File: src/jhs_pkg.sv
package jhs_pkg;

  localparam int TEMP_W   = 16;
  localparam int SUM_W    = TEMP_W + 2;
  localparam int RC_W     = 3;
  localparam int MODE_W   = 2;
  localparam int COUNT_W  = 16;

  localparam logic [MODE_W-1:0] MODE_WRITE = 2'd0;
  localparam logic [MODE_W-1:0] MODE_RUN   = 2'd1;
  localparam logic [MODE_W-1:0] MODE_READ  = 2'd2;

  // commands from the sequencer to the datapath
  typedef struct packed {
    logic host_wr;     // load one cell of the current bank from the input beat
    logic sweep_wr;    // write one cell of the other bank during a sweep
    logic use_sum;     // sweep write takes the quarter sum, else copies the read data
    logic acc_first;   // accumulator takes the read data
    logic acc_add;     // accumulator adds the read data
    logic toggle_bank; // sweep finished, swap banks
    logic load_out;    // fill the result register
    logic out_read;    // result answers a read
    logic out_data;    // result carries the read data
  } cmd_t;

  typedef struct packed {
    logic out_valid;
  } status_t;

endpackage

File: src/jacobi_heat_stencil_sweep.sv
// channel   direction  handshake              beat contents
// in_       input      in_valid / in_stall    mode, row, col, temperature, sweep_count
// out_      output     out_valid / out_stall  read_temperature, is_read_reply
//
// write and unused-mode beats answer straight from idle, read beats pass through ST_RD
// for the registered ram read; a run beat with a zero sweep_count answers from idle too;
// during a sweep each interior cell reads its four neighbors through the single
// read port of the source bank, one per cycle, border cells read and copy themselves
// synchronous active-low reset clears the sequencer, the bank select and out_valid;
// grid contents are not cleared
// a new beat is taken only while idle and the result register is empty or draining
module jacobi_heat_stencil_sweep #(
  parameter int GRID_SIZE = 8
) (
  input  logic                            clk,
  input  logic                            rst_n,
  input  logic                            in_valid,
  output logic                            in_stall,
  input  logic [jhs_pkg::MODE_W-1:0]      in_mode,
  input  logic [jhs_pkg::RC_W-1:0]        in_row,
  input  logic [jhs_pkg::RC_W-1:0]        in_col,
  input  logic [jhs_pkg::TEMP_W-1:0]      in_temperature,
  input  logic [jhs_pkg::COUNT_W-1:0]     in_sweep_count,
  output logic                            out_valid,
  input  logic                            out_stall,
  output logic [jhs_pkg::TEMP_W-1:0]      out_read_temperature,
  output logic                            out_is_read_reply
);
  import jhs_pkg::*;

  localparam int ADDR_W = $clog2(GRID_SIZE * GRID_SIZE);

  // sequencer to datapath
  cmd_t              cmd;
  status_t           status;
  logic [ADDR_W-1:0] wr_addr;
  logic [ADDR_W-1:0] rd_addr;

  // state machine: beat acceptance, sweep walk over cells and neighbors
  jhs_ctrl #(.GRID_SIZE(GRID_SIZE)) u_ctrl (
    .clk            (clk),
    .rst_n          (rst_n),
    .in_valid       (in_valid),
    .in_stall       (in_stall),
    .in_mode        (in_mode),
    .in_row         (in_row),
    .in_col         (in_col),
    .in_sweep_count (in_sweep_count),
    .out_stall      (out_stall),
    .status         (status),
    .cmd            (cmd),
    .wr_addr        (wr_addr),
    .rd_addr        (rd_addr)
  );

  // two grid banks, neighbor accumulator, result register
  jhs_datapath #(.GRID_SIZE(GRID_SIZE)) u_datapath (
    .clk                  (clk),
    .rst_n                (rst_n),
    .cmd                  (cmd),
    .status               (status),
    .wr_addr              (wr_addr),
    .rd_addr              (rd_addr),
    .in_temperature       (in_temperature),
    .out_stall            (out_stall),
    .out_valid            (out_valid),
    .out_read_temperature (out_read_temperature),
    .out_is_read_reply    (out_is_read_reply)
  );

endmodule

File: src/jhs_ram.sv
module jhs_ram #(
  parameter int WIDTH = 16,
  parameter int DEPTH = 64
) (
  input  logic                     clk,
  input  logic                     we,
  input  logic [$clog2(DEPTH)-1:0] waddr,
  input  logic [WIDTH-1:0]         wdata,
  input  logic [$clog2(DEPTH)-1:0] raddr,
  output logic [WIDTH-1:0]         rdata
);

  logic [WIDTH-1:0] mem_r [DEPTH];
  logic [WIDTH-1:0] rdata_r;

  always_ff @(posedge clk) begin
    if (we) begin
      mem_r[waddr] <= wdata;
    end
    rdata_r <= mem_r[raddr];
  end

  assign rdata = rdata_r;

endmodule

File: src/jhs_datapath.sv
module jhs_datapath #(
  parameter int GRID_SIZE = 8
) (
  input  logic                                     clk,
  input  logic                                     rst_n,
  input  jhs_pkg::cmd_t                            cmd,
  output jhs_pkg::status_t                         status,
  input  logic [$clog2(GRID_SIZE*GRID_SIZE)-1:0]   wr_addr,
  input  logic [$clog2(GRID_SIZE*GRID_SIZE)-1:0]   rd_addr,
  input  logic [jhs_pkg::TEMP_W-1:0]               in_temperature,
  input  logic                                     out_stall,
  output logic                                     out_valid,
  output logic [jhs_pkg::TEMP_W-1:0]               out_read_temperature,
  output logic                                     out_is_read_reply
);
  import jhs_pkg::*;

  localparam int CELLS  = GRID_SIZE * GRID_SIZE;

  logic              cur_bank_r;
  logic [SUM_W-1:0]  acc_r;
  logic              out_valid_r;
  logic [TEMP_W-1:0] out_temp_r;
  logic              out_reply_r;

  logic [TEMP_W-1:0] rdata_a, rdata_b, rdata_src, wdata;
  logic [SUM_W-1:0]  sum;
  logic              we_a, we_b;

  assign rdata_src = cur_bank_r ? rdata_b : rdata_a;
  assign sum       = acc_r + {2'b00, rdata_src};
  assign wdata     = cmd.host_wr ? in_temperature :
                     (cmd.use_sum ? sum[SUM_W-1:2] : rdata_src);

  // host writes hit the current bank, sweep writes the other one
  assign we_a = (cmd.host_wr && !cur_bank_r) || (cmd.sweep_wr && cur_bank_r);
  assign we_b = (cmd.host_wr && cur_bank_r) || (cmd.sweep_wr && !cur_bank_r);

  jhs_ram #(.WIDTH(TEMP_W), .DEPTH(CELLS)) u_bank_a (
    .clk   (clk),
    .we    (we_a),
    .waddr (wr_addr),
    .wdata (wdata),
    .raddr (rd_addr),
    .rdata (rdata_a)
  );

  jhs_ram #(.WIDTH(TEMP_W), .DEPTH(CELLS)) u_bank_b (
    .clk   (clk),
    .we    (we_b),
    .waddr (wr_addr),
    .wdata (wdata),
    .raddr (rd_addr),
    .rdata (rdata_b)
  );

  always_ff @(posedge clk) begin
    if (!rst_n) begin
      cur_bank_r  <= 1'b0;
      out_valid_r <= 1'b0;
    end else begin
      if (cmd.toggle_bank) begin
        cur_bank_r <= !cur_bank_r;
      end
      if (cmd.load_out) begin
        out_valid_r <= 1'b1;
      end else if (!out_stall) begin
        out_valid_r <= 1'b0;
      end
    end
  end

  always_ff @(posedge clk) begin
    if (cmd.acc_first) begin
      acc_r <= {2'b00, rdata_src};
    end else if (cmd.acc_add) begin
      acc_r <= sum;
    end
    if (cmd.load_out) begin
      out_temp_r  <= cmd.out_data ? rdata_src : '0;
      out_reply_r <= cmd.out_read;
    end
  end

  assign status.out_valid     = out_valid_r;
  assign out_valid            = out_valid_r;
  assign out_read_temperature = out_temp_r;
  assign out_is_read_reply    = out_reply_r;

endmodule

File: src/jhs_ctrl.sv
module jhs_ctrl #(
  parameter int GRID_SIZE = 8
) (
  input  logic                                   clk,
  input  logic                                   rst_n,
  input  logic                                   in_valid,
  output logic                                   in_stall,
  input  logic [jhs_pkg::MODE_W-1:0]             in_mode,
  input  logic [jhs_pkg::RC_W-1:0]               in_row,
  input  logic [jhs_pkg::RC_W-1:0]               in_col,
  input  logic [jhs_pkg::COUNT_W-1:0]            in_sweep_count,
  input  logic                                   out_stall,
  input  jhs_pkg::status_t                       status,
  output jhs_pkg::cmd_t                          cmd,
  output logic [$clog2(GRID_SIZE*GRID_SIZE)-1:0] wr_addr,
  output logic [$clog2(GRID_SIZE*GRID_SIZE)-1:0] rd_addr
);
  import jhs_pkg::*;

  localparam int CELLS  = GRID_SIZE * GRID_SIZE;
  localparam int ADDR_W = $clog2(CELLS);
  localparam int IDX_W  = $clog2(GRID_SIZE);

  localparam logic [1:0] ST_IDLE  = 2'd0;
  localparam logic [1:0] ST_RD    = 2'd1;
  localparam logic [1:0] ST_SWEEP = 2'd2;
  localparam logic [1:0] ST_FIN   = 2'd3;

  localparam logic [IDX_W-1:0]  LAST_IDX = IDX_W'(GRID_SIZE - 1);
  localparam logic [ADDR_W-1:0] ROW_STEP = ADDR_W'(GRID_SIZE);

  logic [1:0]         state_r, state_nxt;
  logic [COUNT_W-1:0] sweeps_r, sweeps_nxt;
  logic [ADDR_W-1:0]  at_r, at_nxt;
  logic [IDX_W-1:0]   r_r, r_nxt, c_r, c_nxt;
  logic [2:0]         ph_r, ph_nxt;
  logic [ADDR_W-1:0]  addr_r, addr_nxt;
  logic               on_grid_r, on_grid_nxt;

  logic              out_free, on_grid, interior, cell_done;
  logic [ADDR_W-1:0] cell_addr, nb_addr;

  assign out_free  = !status.out_valid || !out_stall;
  assign on_grid   = (int'(in_row) < GRID_SIZE) && (int'(in_col) < GRID_SIZE);
  assign cell_addr = on_grid ? ADDR_W'(int'(in_row) * GRID_SIZE + int'(in_col)) : '0;
  assign interior  = (r_r != '0) && (c_r != '0) && (r_r != LAST_IDX) && (c_r != LAST_IDX);

  // neighbor order: west, east, north, south
  always_comb begin
    nb_addr = at_r;
    if (interior) begin
      case (ph_r)
        3'd0:    nb_addr = at_r - ADDR_W'(1);
        3'd1:    nb_addr = at_r + ADDR_W'(1);
        3'd2:    nb_addr = at_r - ROW_STEP;
        3'd3:    nb_addr = at_r + ROW_STEP;
        default: nb_addr = at_r;
      endcase
    end
  end

  assign cell_done = (state_r == ST_SWEEP) &&
                     (interior ? (ph_r == 3'd4) : (ph_r == 3'd1));

  assign in_stall = !((state_r == ST_IDLE) && out_free);
  assign wr_addr  = (state_r == ST_IDLE) ? cell_addr : at_r;

  always_comb begin
    case (state_r)
      ST_IDLE:  rd_addr = cell_addr;
      ST_RD:    rd_addr = addr_r;
      ST_SWEEP: rd_addr = nb_addr;
      default:  rd_addr = addr_r;
    endcase
  end

  always_comb begin
    state_nxt   = state_r;
    sweeps_nxt  = sweeps_r;
    at_nxt      = at_r;
    r_nxt       = r_r;
    c_nxt       = c_r;
    ph_nxt      = ph_r;
    addr_nxt    = addr_r;
    on_grid_nxt = on_grid_r;
    cmd         = '0;

    case (state_r)
      ST_IDLE: begin
        if (in_valid && out_free) begin
          case (in_mode)
            MODE_WRITE: begin
              cmd.host_wr  = on_grid;
              cmd.load_out = 1'b1;
            end
            MODE_RUN: begin
              if (in_sweep_count == '0) begin
                cmd.load_out = 1'b1;
              end else begin
                sweeps_nxt = in_sweep_count;
                at_nxt     = '0;
                r_nxt      = '0;
                c_nxt      = '0;
                ph_nxt     = '0;
                state_nxt  = ST_SWEEP;
              end
            end
            MODE_READ: begin
              addr_nxt    = cell_addr;
              on_grid_nxt = on_grid;
              state_nxt   = ST_RD;
            end
            default: begin
              cmd.load_out = 1'b1;
            end
          endcase
        end
      end

      ST_RD: begin
        if (out_free) begin
          cmd.load_out = 1'b1;
          cmd.out_read = 1'b1;
          cmd.out_data = on_grid_r;
          state_nxt    = ST_IDLE;
        end
      end

      ST_SWEEP: begin
        ph_nxt = ph_r + 3'd1;
        if (interior) begin
          cmd.acc_first = (ph_r == 3'd1);
          cmd.acc_add   = (ph_r == 3'd2) || (ph_r == 3'd3);
        end
        if (cell_done) begin
          cmd.sweep_wr = 1'b1;
          cmd.use_sum  = interior;
          ph_nxt       = '0;
          if ((r_r == LAST_IDX) && (c_r == LAST_IDX)) begin
            cmd.toggle_bank = 1'b1;
            at_nxt          = '0;
            r_nxt           = '0;
            c_nxt           = '0;
            sweeps_nxt      = sweeps_r - COUNT_W'(1);
            if (sweeps_r == COUNT_W'(1)) begin
              state_nxt = ST_FIN;
            end
          end else begin
            at_nxt = at_r + ADDR_W'(1);
            if (c_r == LAST_IDX) begin
              c_nxt = '0;
              r_nxt = r_r + IDX_W'(1);
            end else begin
              c_nxt = c_r + IDX_W'(1);
            end
          end
        end
      end

      ST_FIN: begin
        if (out_free) begin
          cmd.load_out = 1'b1;
          state_nxt    = ST_IDLE;
        end
      end

      default: begin
        state_nxt = ST_IDLE;
      end
    endcase
  end

  always_ff @(posedge clk) begin
    if (!rst_n) begin
      state_r <= ST_IDLE;
    end else begin
      state_r <= state_nxt;
    end
  end

  always_ff @(posedge clk) begin
    sweeps_r  <= sweeps_nxt;
    at_r      <= at_nxt;
    r_r       <= r_nxt;
    c_r       <= c_nxt;
    ph_r      <= ph_nxt;
    addr_r    <= addr_nxt;
    on_grid_r <= on_grid_nxt;
  end

endmodule
File: config.mk
export PLATFORM = sky130hd
export DESIGN_NAME = jacobi_heat_stencil_sweep
export DESIGN_NICKNAME = d
export VERILOG_FILES = /design/src/jhs_pkg.sv /design/src/jacobi_heat_stencil_sweep.sv /design/src/jhs_ram.sv /design/src/jhs_datapath.sv /design/src/jhs_ctrl.sv
export SDC_FILE = /design/constraint.sdc
export NUM_CORES = 2
export LEC_CHECK = 0
export ABC_CLOCK_PERIOD_IN_PS = 10500
export BUFFER_PORTS_ARGS = -buffer_cell sky130_fd_sc_hd__buf_2
export CAP_MARGIN = 20
export CORE_ASPECT_RATIO = 0.75
export CORE_MARGIN = 1.5
export CORE_UTILIZATION = 28
export DETAILED_ROUTE_END_ITERATION = 8
export MAX_ROUTING_LAYER = met4
export SLEW_MARGIN = 10
export SYNTH_ARGS = -nofsm -noshare
export SYNTH_HDL_FRONTEND = slang
export SYNTH_HIERARCHICAL = 1
export SYNTH_SLANG_ARGS = --single-unit
File: constraint.sdc
create_clock -name clk -period 10.5 [get_ports clk]
set_input_delay 0.525 -clock clk [delete_from_list [all_inputs] [get_ports clk]]
set_output_delay 0.525 -clock clk [all_outputs]
set_load 0.05 [all_outputs]
==> results.txt <==
Power, Total: 21400 µW
# hold bufs at CTS: 17
sequential element share of the synthesized area: 75.2%
crit-path max FO: 62
Worst path depth: 14
Final Worst Setup Slack: 4.22 ns
CTS resizes: 0
Initial Utilization: 28.2%
Clk pwr share: 34.3%
Vias: 44.2k
Worst-Margin Slew: 1.32 ns
GPL Wtd Cong: 0.855
skew final: 0.0751 ns
post-DR wirelength/cell: 26.0 µm
clk slew on worst S/H paths: 0.06 ns
chip width: 642 µm
CTS tree: built
Combinational Power Share: 16.3%
# rows: 175
Top FF cell, synth: edfxtp_1
DPL Wire Length: 140 mm
Final Hold Vio Count: 0
die area: 0.309 mm²
Clock Path Buffers: 4
RSZ-0062 raised after global routing: no
synthesized area per cell: 20.1 µm²
PortBufs: 62
H-tree levels: 4
dpl ws: 4.35 ns
share of cells above drive strength 1: 24.7%
share of the clock period used by the worst path: 59.8%
Req. time, crit path: 11.14 ns
internal power: 15600 µW
Buf/Inv on CP: 2
Pins Over Slew Limit: 0
Total Wirelength: 228 mm
vias in the first global route: 42.5k
Total GRT Usage: 14.8%
Detailed Route Iter0 Violations: 5897
P_leak: 0.0305 µW
Peak Freq: 0.159 GHz
largest area contributor in the netlist: edfxtp_1
top cells by area, synth: edfxtp_1, mux4_2, mux2i_1
P&R area growth vs syn: 14.8%
final setup fails: 0
worst vdd ir: 146 µV
Post-Syn Nets: 4331
Pre-Repair DR Iteration Count: 9
first-pass GRT wire length: 321 mm
Mapped Cells: 4254
Yosys top cell area share: 74.3%
crit-path max cell delay: 0.86 ns
pin count of the biggest net entering global routing: 110
FF-to-FF path depth: 14
register share of total power: 49.4%
aggregate global routing overflow: 0
cell count of the worst hold path: 3
num ports: 63
CP top delay family: compound AO/OA/AOI/OAI gates
setup_tns: 0 ns
CP Launch Type: flip-flop
max_cap viols: 0
#FFs+latches synth: 2156
clk sinks: 2156
worst path arrival time: 6.92 ns
Core ar.: 0.304 mm²
Clock Latency Late Sink: 0.86 ns
Switching Fraction: 27.0%
status: complete, but fails checks
postcts setup bufs: 0
Async SR Flop Fraction: 0%
initial antenna violation count: 21
CP endpoint kind: flip-flop
Syn. warnings: 6
ANT nets after route: 0
CP Cell Sequence: ha_1 > ha_1 > nor2_1 > nand3_1 > o21ai_0 > a311oi_1 > a21oi_4 > buf_12 > buf_4 > mux4_2 > mux2i_1 > nand3_1 > a31oi_1 > a311oi_1
Unique masters post-synth: 81
switching power: 5770 µW
CTS Buf Count: 201
failing checks: design-rule violations
clock root buffer: clkbuf_16
vias per inst: 5.05
Fin Hold WS: 0.0578 ns
post-layout min period: 6.28 ns
Post-synth EDFFs: 2118
number of nets in the layout: 4589
Crit Path Class: reg2reg
CP max-delay cell: a31oi_1
power density cells: 218 mW/mm²
Slew HR: 12.1%
DRC viols: 24
Post-Synthesis Cell Area: 0.0856 mm²
hold crit path type: in2reg
chip height: 482 µm
==> worst paths after layout <==
path	startpoint	endpoint	slack, ns
worst max-delay path	u_ctrl/c_r[0]$_SDFFCE_PN0P_	u_datapath/u_bank_a/rdata[13]$_DFF_P_	4.22
worst min-delay path	out_stall	u_datapath/out_valid$_SDFFE_PN0P_	0.06
worst max register to register	u_ctrl/c_r[0]$_SDFFCE_PN0P_	u_datapath/u_bank_a/rdata[13]$_DFF_P_	4.22
worst min register to register	u_datapath/acc_r[17]$_SDFFE_PP0P_	u_datapath/acc_r[17]$_SDFFE_PP0P_	0.57
==> synth_stat cells (11+ instances only) <==
library cell,n
a221oi_1,34
xor2_1,12
nor2_1,189
mux2i_1,178
a21oi_1,65
nand2_1,181
mux2_2,73
a211oi_1,19
a22o_1,13
a31oi_1,24
o21ai_1,12
a22oi_1,84
buf_4,27
mux4_2,440
edfxtp_1,2118
ha_1,31
inv_1,30
xnor2_1,22
buf_6,34
nor3_1,15
clkbuf_1,74
a41oi_1,11
nor2b_1,70
and2_1,18
a211o_1,19
nand4_1,29
buf_2,75
nand3_1,59
a221o_1,15
a311oi_1,19
o21ai_0,55
dfxtp_1,38
==> metal layers <==
metal / part of all wire, % / vias to the layer above / GRT usage [%]
met2: 43 / 2143 / 20.5
li1: - / 18100 / -
met3: 11 / 265 / 3.39
met5: 0 / - / -
met4: 1.9 / 0 / 3.08
met1: 45 / 23700 / 22.0
==> area by class of cell <==
type | instances | area, µm²
clock buffer | 252 | 5370
tap | 4071 | 5090
inverter | 32 | 120
timing repair buffer | 296 | 2260
multi-input combinational | 1825 | 19900
fill | 28700 | 205000
clock inverter | 112 | 1170
sequential | 2156 | 64400
antenna | 18 | 45.0
==> cells in the final DEF, fill, tap and decap left out, types with 13 or more instances in the layout <==
cell type / instances
clkbuf_1: 38
a221o_1: 15
a22oi_1: 84
ha_1: 31
mux2_2: 72
clkinv_2: 35
o21ai_0: 47
mux2i_1: 178
clkinv_1: 38
a22o_1: 13
nand3_1: 58
nand4_1: 29
a311oi_1: 19
dfxtp_1: 37
buf_2: 62
clkinvlp_4: 13
a211o_1: 19
clkbuf_16: 203
a221oi_1: 33
nor2_1: 182
buf_4: 203
a21oi_1: 60
inv_1: 30
and2_1: 18
diode_2: 18
a31oi_1: 23
a211oi_1: 18
edfxtp_1: 2118
xnor2_1: 22
mux4_2: 440
dlygate4sd3_1: 17
nor2b_1: 64
bufinv_16: 21
nand2_1: 181
==> power by group through the flow <==
stage               logic (µW)  clock network (µW)  registers (µW)
floorplan                 2070                   0           10900
CTS                       3470                7470           10600
global route              3710                7780           10600
detailed placement        3470                   0           10800
global placement          3360                   0           10800
finish                    3480                7340           10600
==> stage by stage <==
stage	utilization (%)	cell area, µm²	std cells
final	32.4	98300	8762
after global placement	30.1	91400	8354
after floorplan	-	85600	4254
after global routing	32.4	98300	8750
after detailed placement	30.1	91500	8359
after CTS	32.3	98200	8740
==> cells by family (layout without fill, tap and decap cells) <==
logic type,count (synthesis),count (layout),synth area share [%]
XOR/XNOR,34,34,0.348
AND/OR/NAND/NOR,640,640,3.63
adder cells (fa/ha/maj),33,33,0.500
AO/OA/AOI/OAI,419,419,3.48
buffers and inverters,273,692,2.01
multiplexers,699,699,14.9
flip-flops,2156,2156,75.2
other,0,18,0
==> worst register-to-register path: cells and delay by family (launching register included) <==
kind / cells / cell delay [ns]
adder cells (fa/ha/maj): 2 / 0.49
multiplexers: 2 / 1.06
buffers and inverters: 2 / 1.41
AND/OR/NAND/NOR: 3 / 0.58
flip-flops: 1 / 0.42
AO/OA/AOI/OAI: 5 / 2.16
==> sequential cells by signal, indices dropped and copies added, names as in the netlist <==
name / flops
u_datapath/u_bank_a/mem_r: 1024
u_datapath/u_bank_b/mem_r: 1024
u_datapath/acc_r: 18
u_ctrl/sweeps_r: 16
u_datapath/out_read_temperature: 16
u_datapath/u_bank_a/rdata: 16
u_datapath/u_bank_b/rdata: 16
u_ctrl/addr_r: 6
u_ctrl/at_r: 6
u_ctrl/c_r: 3
u_ctrl/ph_r: 3
u_ctrl/r_r: 3
u_ctrl/state_r: 2
u_datapath/cur_bank_r: 1
u_datapath/out_is_read_reply: 1
u_datapath/out_valid: 1
Note: power is estimated with default switching activity, not from simulation.
